$ cat src/rtl/core/mexp_pkg.sv
package mexp_pkg;

    localparam int BASE_W = 30;
    localparam int EXP_W  = 63;
    localparam int MUL_W  = 32;

    // Prime modulus and Barrett constant floor(2^60 / P); mu fits in 31 bits.
    localparam logic [BASE_W-1:0] MODULUS = 30'd1000000007;
    localparam logic [63:0] BARRETT_MU_FULL = (64'd1 << 60) / 64'd1000000007;
    localparam logic [MUL_W-1:0] BARRETT_MU = BARRETT_MU_FULL[MUL_W-1:0];

    typedef enum logic [1:0] {
        ME_IDLE,
        ME_SCAN,
        ME_WAIT
    } me_state_t;

    typedef enum logic [1:0] {
        MM_IDLE,
        MM_MU,
        MM_QP,
        MM_FIX
    } mm_state_t;

    typedef struct packed {
        logic              start;
        logic [BASE_W-1:0] a;
        logic [BASE_W-1:0] b;
    } mm_req_t;

    typedef struct packed {
        logic              done;
        logic [BASE_W-1:0] value;
    } mm_rsp_t;

endpackage

$ cat src/rtl/core/mexp_mulmod.sv
// Modular multiply by Barrett reduction on one shared 32x32 multiplier.
// Start in idle; the result is valid in MM_FIX, after the MM_MU and MM_QP states.
module mexp_mulmod (
    input  logic               aclk,
    input  logic               aresetn,
    input  mexp_pkg::mm_req_t  req,
    output mexp_pkg::mm_rsp_t  rsp
);

    localparam logic [31:0] MOD32  = {2'b00, mexp_pkg::MODULUS};
    localparam logic [31:0] MOD32X2 = {1'b0, mexp_pkg::MODULUS, 1'b0};

    mexp_pkg::mm_state_t state_reg, state_next;

    logic [63:0]                  mult_reg;
    logic [59:0]                  prod_reg;
    logic [mexp_pkg::MUL_W-1:0]   op_a, op_b;
    logic                         mult_en;
    logic [31:0]                  diff, diff_m1, diff_m2;

    always_comb begin
        state_next = state_reg;
        case (state_reg)
            mexp_pkg::MM_IDLE: if (req.start) state_next = mexp_pkg::MM_MU;
            mexp_pkg::MM_MU:   state_next = mexp_pkg::MM_QP;
            mexp_pkg::MM_QP:   state_next = mexp_pkg::MM_FIX;
            mexp_pkg::MM_FIX:  state_next = mexp_pkg::MM_IDLE;
            default:           state_next = mexp_pkg::MM_IDLE;
        endcase
    end

    // Operand select for the shared multiplier.
    always_comb begin
        op_a    = {2'b00, req.a};
        op_b    = {2'b00, req.b};
        mult_en = 1'b0;
        case (state_reg)
            mexp_pkg::MM_IDLE: begin
                mult_en = req.start;
            end
            mexp_pkg::MM_MU: begin
                op_a    = {1'b0, mult_reg[59:29]};
                op_b    = mexp_pkg::BARRETT_MU;
                mult_en = 1'b1;
            end
            mexp_pkg::MM_QP: begin
                op_a    = {1'b0, mult_reg[61:31]};
                op_b    = MOD32;
                mult_en = 1'b1;
            end
            default: begin
                mult_en = 1'b0;
            end
        endcase
    end

    always_ff @(posedge aclk) begin
        if (!aresetn) begin
            state_reg <= mexp_pkg::MM_IDLE;
        end else begin
            state_reg <= state_next;
        end
    end

    always_ff @(posedge aclk) begin
        if (mult_en) begin
            mult_reg <= op_a * op_b;
        end
        if (state_reg == mexp_pkg::MM_MU) begin
            prod_reg <= mult_reg[59:0];
        end
    end

    // Barrett quotient is short by at most two, so the remainder is below 3P.
    assign diff    = prod_reg[31:0] - mult_reg[31:0];
    assign diff_m1 = diff - MOD32;
    assign diff_m2 = diff - MOD32X2;

    always_comb begin
        rsp.done = (state_reg == mexp_pkg::MM_FIX);
        if (diff >= MOD32X2) begin
            rsp.value = diff_m2[mexp_pkg::BASE_W-1:0];
        end else if (diff >= MOD32) begin
            rsp.value = diff_m1[mexp_pkg::BASE_W-1:0];
        end else begin
            rsp.value = diff[mexp_pkg::BASE_W-1:0];
        end
    end

endmodule

$ cat src/rtl/core/modular_exponentiation.sv
// Steps: popcount(exponent) plus the index of its top set bit modular multiplies per
//   input beat; none for a zero exponent.
// Throughput: one item at a time; each modular multiply holds the shared 32x32
//   multiplier for three passes.
// Reset: synchronous active-low aresetn clears the sequencer and the output valid.
module modular_exponentiation (
    input  logic        aclk,
    input  logic        aresetn,
    input  logic        s_tvalid,
    output logic        s_tready,
    input  logic [95:0] s_tdata,   // [29:0] base, [92:30] exponent, [95:93] zero
    output logic        m_tvalid,
    input  logic        m_tready,
    output logic [31:0] m_tdata    // [29:0] power, [31:30] zero
);

    localparam int BW = mexp_pkg::BASE_W;
    localparam int EW = mexp_pkg::EXP_W;

    mexp_pkg::me_state_t state_reg, state_next;

    logic [BW-1:0] x_reg, x_next;
    logic [BW-1:0] acc_reg, acc_next;
    logic [EW-1:0] e_reg, e_next;
    logic          dest_acc_reg, dest_acc_next;   // high: product lands in acc
    logic          m_tvalid_reg, m_tvalid_next;
    logic [BW-1:0] power_reg, power_next;

    logic [BW-1:0] in_base, base_red;
    logic [EW-1:0] in_exp;
    logic          in_beat, out_free;

    mexp_pkg::mm_req_t mm_req;
    mexp_pkg::mm_rsp_t mm_rsp;

    assign in_base  = s_tdata[BW-1:0];
    assign in_exp   = s_tdata[BW+EW-1:BW];
    // A 30-bit base is below 2P, so one subtract brings it into range.
    assign base_red = (in_base >= mexp_pkg::MODULUS) ? in_base - mexp_pkg::MODULUS : in_base;

    assign s_tready = (state_reg == mexp_pkg::ME_IDLE);
    assign in_beat  = s_tvalid && s_tready;
    assign out_free = !m_tvalid_reg || m_tready;

    mexp_mulmod u_mulmod (
        .aclk    (aclk),
        .aresetn (aresetn),
        .req     (mm_req),
        .rsp     (mm_rsp)
    );

    // Next state: scan the exponent, one multiply per step, finish at zero.
    always_comb begin
        state_next = state_reg;
        case (state_reg)
            mexp_pkg::ME_IDLE: begin
                if (in_beat) state_next = mexp_pkg::ME_SCAN;
            end
            mexp_pkg::ME_SCAN: begin
                if (e_reg != '0) begin
                    state_next = mexp_pkg::ME_WAIT;
                end else if (out_free) begin
                    state_next = mexp_pkg::ME_IDLE;
                end
            end
            mexp_pkg::ME_WAIT: begin
                if (mm_rsp.done) state_next = mexp_pkg::ME_SCAN;
            end
            default: state_next = mexp_pkg::ME_IDLE;
        endcase
    end

    // Datapath and handshake outputs.
    always_comb begin
        x_next        = x_reg;
        acc_next      = acc_reg;
        e_next        = e_reg;
        dest_acc_next = dest_acc_reg;
        power_next    = power_reg;
        m_tvalid_next = m_tvalid_reg && !m_tready;
        mm_req.start  = 1'b0;
        mm_req.a      = acc_reg;
        mm_req.b      = x_reg;
        case (state_reg)
            mexp_pkg::ME_IDLE: begin
                if (in_beat) begin
                    x_next   = base_red;
                    e_next   = in_exp;
                    acc_next = BW'(1);
                end
            end
            mexp_pkg::ME_SCAN: begin
                if (e_reg != '0) begin
                    mm_req.start = 1'b1;
                    if (e_reg[0]) begin
                        // odd: fold base into the answer, drop the low bit
                        mm_req.a      = acc_reg;
                        dest_acc_next = 1'b1;
                        e_next        = {e_reg[EW-1:1], 1'b0};
                    end else begin
                        // even: square the base, halve the exponent
                        mm_req.a      = x_reg;
                        dest_acc_next = 1'b0;
                        e_next        = {1'b0, e_reg[EW-1:1]};
                    end
                end else if (out_free) begin
                    m_tvalid_next = 1'b1;
                    power_next    = acc_reg;
                end
            end
            mexp_pkg::ME_WAIT: begin
                if (mm_rsp.done) begin
                    if (dest_acc_reg) begin
                        acc_next = mm_rsp.value;
                    end else begin
                        x_next = mm_rsp.value;
                    end
                end
            end
            default: begin
                m_tvalid_next = m_tvalid_reg && !m_tready;
            end
        endcase
    end

    always_ff @(posedge aclk) begin
        if (!aresetn) begin
            state_reg    <= mexp_pkg::ME_IDLE;
            m_tvalid_reg <= 1'b0;
        end else begin
            state_reg    <= state_next;
            m_tvalid_reg <= m_tvalid_next;
        end
    end

    always_ff @(posedge aclk) begin
        x_reg        <= x_next;
        acc_reg      <= acc_next;
        e_reg        <= e_next;
        dest_acc_reg <= dest_acc_next;
        power_reg    <= power_next;
    end

    assign m_tvalid = m_tvalid_reg;
    assign m_tdata  = {2'b00, power_reg};

    // Hold off new input beats for the whole exponentiation.
    a_busy_after_beat: assert property (@(posedge aclk) disable iff (!aresetn)
        s_tvalid && s_tready |=> !s_tready)
        else $error("input accepted while busy");

    a_power_reduced: assert property (@(posedge aclk) disable iff (!aresetn)
        m_tvalid |-> (m_tdata[29:0] < mexp_pkg::MODULUS))
        else $error("result not reduced");

    a_done_in_wait: assert property (@(posedge aclk) disable iff (!aresetn)
        mm_rsp.done |-> (state_reg == mexp_pkg::ME_WAIT))
        else $error("multiply finished outside wait");

endmodule

$ cat config.mk
export PLATFORM = sky130hd
export DESIGN_NAME = modular_exponentiation
export DESIGN_NICKNAME = d
export VERILOG_FILES = /design/src/rtl/core/mexp_pkg.sv /design/src/rtl/core/mexp_mulmod.sv /design/src/rtl/core/modular_exponentiation.sv
export SDC_FILE = /design/constraint.sdc
export NUM_CORES = 2
export LEC_CHECK = 0
export ABC_AREA = 1
export BUFFER_PORTS_ARGS = -buffer_cell sky130_fd_sc_hd__buf_2
export CAP_MARGIN = 40
export CORE_UTILIZATION = 40
export DETAILED_ROUTE_END_ITERATION = 10
export SYNTH_ARGS = -nofsm -noshare
export SYNTH_HDL_FRONTEND = slang
export SYNTH_SLANG_ARGS = --single-unit
$ cat constraint.sdc
create_clock -name aclk -period 11.3 [get_ports aclk]
set_clock_uncertainty 0.1 [all_clocks]
set_input_delay 1.695 -clock aclk [delete_from_list [all_inputs] [get_ports aclk]]
set_output_delay 1.695 -clock aclk [all_outputs]
set_load 0.005 [all_outputs]
==> reports/qor.yml <==
status: "completed"
crit_family: "adder cells"
grt_pass1_vias: 38100
synth-warning-count: 0
syn_inst: 5615
avgSynthCellArea_sq_um: 8.20
grtUsageTotal_pct: 25.1
tightest_slew_ns: 0.966
fillers: 11600
rsz0062_at_grt: "false"
hold_viol: 0
critPathMaxFanout: 33
grt_pass1_wl_mm: 223
core_area_sq_um: 114000
synth_edf_count: 248
synth.distinct_cells: 54
synth_seq_cells: 253
synth-seq-area-share_pct: 16.4
wl_per_cell_um: 20.0
crit_path_end_kind: "flip-flop"
drc: 0
drv_cap: 0
r2r-end: "u_mulmod.mult_reg[61]$_DFFE_PP_"
r2r_cells: 36
pre_cts_ws_ns: 0.541
fp.dieH_um: 341
dieArea_sq_um: 116000
utilization_pct: 43.7
synthFlopType: "edfxtp_1"
slew-limit-headroom_pct: 35.6
grt_max_degree: 64
worstPathArrival_ns: 10.87
fin_tns_setup_ns: 0
start_util_pct: 40.3
holdPathStages: 0
hp-start: "u_mulmod.mult_reg[27]$_DFFE_PP_"
postSynth.asyncResetShare_pct: 0
postLayoutSetupSlackWorst_ns: 0.617
post-route-period-util_pct: 94.5
dp_hpwl_mm: 120
drive_above_1_share_pct: 6.90
netlist_top_cells_count: "1265 x nand2_1, 1201 x inv_1, 838 x fa_1"
dr.pass1.iters: 6
clkSinkCount: 253
fp.dieW_um: 341
setup_violations: 0
netlist_top_cells_area: "fa_1 36%, edfxtp_1 16%, nand2_1 10%, inv_1 9.8%, ha_1 8.0%"
hold_end: "u_mulmod.prod_reg[27]$_DFFE_PN_"
crit_top_cell: "fa_1"
port_buffers: 128
vias_per_cell: 5.20
gr-total-overflow: 0
cts.htree.levels: 1
netlist_area_sq_um: 46000
fin_nets: 6941
gp_congestion: 0.965
clock_latency_ns: 0.55
root_buffer: "clkbuf_16"
synth.most_common_cell: "nand2_1"
r2r_start: "e_reg[3]$_DFFE_PP_"
antenna_found_initial: 1
cpMaxStageDelayCell: "inv_1"
startpoint_type: "flip-flop"
via_count: 37700
largest_register_ffs: 63
yosys.area.top_type: "fa_1"
max_clock_freq_mhz: 93.6
rows: 124
synth.top_cell.area_share_pct: 36.5
cp_slowest_stage_delay_ns: 0.67
cts_buffers: 27
ff2ff_setup_slack_ns: 0.62
drv_slew: 0
clockBufferDepth: 3
worst-path-buf-inv: 7
ioPinCount: 134
critPathKind: "reg2reg"
drt-initial-drc-count: 3029
cts_tree: "yes"
period_needed_ns: 10.68
worstPathRequired_ns: 11.49
hold_class: "reg2reg"
postRouteAntennaNets: 0
area_growth_pct: 8.32
clk_pin_slew_ns: 0.06
antenna_cells: 0
finalWirelength_mm: 145
## logic make-up after synthesis
family / share of synthesized area, %
AOI/OAI and AO/OA: 5.41
xor gates and xnor gates: 1.94
adders and majority gates: 44.5
buffers and inverters: 11.9
DFF: 16.4
other: 0.0163
and+or+nand+nor: 19.9
## stage by stage
step	instance area (sq um)	instances	hold slack (ns)
after global routing	49900	7237	0.364
final	49900	7237	0.335
after detailed placement	49000	7190	0.343
after global placement	48700	7172	0.340
after CTS	49800	7236	0.347
after floorplan	46000	5621	0.326
## layout by cell type (no fill, tap or decap), types with 19 or more instances in the layout
master,synthesis,final
xnor2_1,29,29
clkbuf_16,0,27
nor2_1,725,718
a221o_1,27,27
nand4_1,30,30
ha_1,295,294
a22o_1,34,34
buf_4,6,121
a21oi_1,162,151
fa_1,838,838
edfxtp_1,248,248
nor3_1,26,26
xor2_1,68,68
o21ai_0,118,113
nand3_1,164,164
inv_1,1201,1196
buf_2,38,128
nand2_2,19,19
nand2_1,1265,1265
## layout make-up
cell class,count,area [sq um],area share (%)
multi-input cells,3938,33200,66.5
flip-flops and latches,253,7550,15.1
inverters,1222,4600,9.23
well taps,1512,1890,3.79
repair buffers,266,1850,3.72
clock buffers,32,694,1.39
clock inverters,14,106,0.213
## routing by layer
metal  track usage, %  share of wire [%]
met3             3.59                7.8
met2             41.1                 47
met4             10.0                4.7
met5                0             0.0090
met1             33.5                 41
## timing repair
item                       CTS  global route
buffers inserted             0             1
setup endpoints to repair    0             5
hold buffers                 0             0
gates resized for setup      0             4
## worst max-delay path by stage
stage | from | endpoint | slack [ns] | cells after the start
3_3_place_gp | e_reg[3]$_DFFE_PP_ | u_mulmod.mult_reg[61]$_DFFE_PP_ | 0.38 | 37
4_1_cts | e_reg[3]$_DFFE_PP_ | u_mulmod.mult_reg[61]$_DFFE_PP_ | 0.50 | 38
6_report | e_reg[3]$_DFFE_PP_ | u_mulmod.mult_reg[61]$_DFFE_PP_ | 0.62 | 36
5_1_grt | e_reg[3]$_DFFE_PP_ | u_mulmod.mult_reg[61]$_DFFE_PP_ | 0.04 | 38
2_1_floorplan | u_mulmod.state_reg[1]$_SDFFE_PN0P_ | u_mulmod.mult_reg[55]$_DFFE_PP_ | 2.69 | 32
3_5_place_dp | e_reg[3]$_DFFE_PP_ | u_mulmod.mult_reg[61]$_DFFE_PP_ | 0.54 | 38
Power is not shown: default switching activity piles up to over one toggle a cycle in this logic, so the estimate is an artifact.
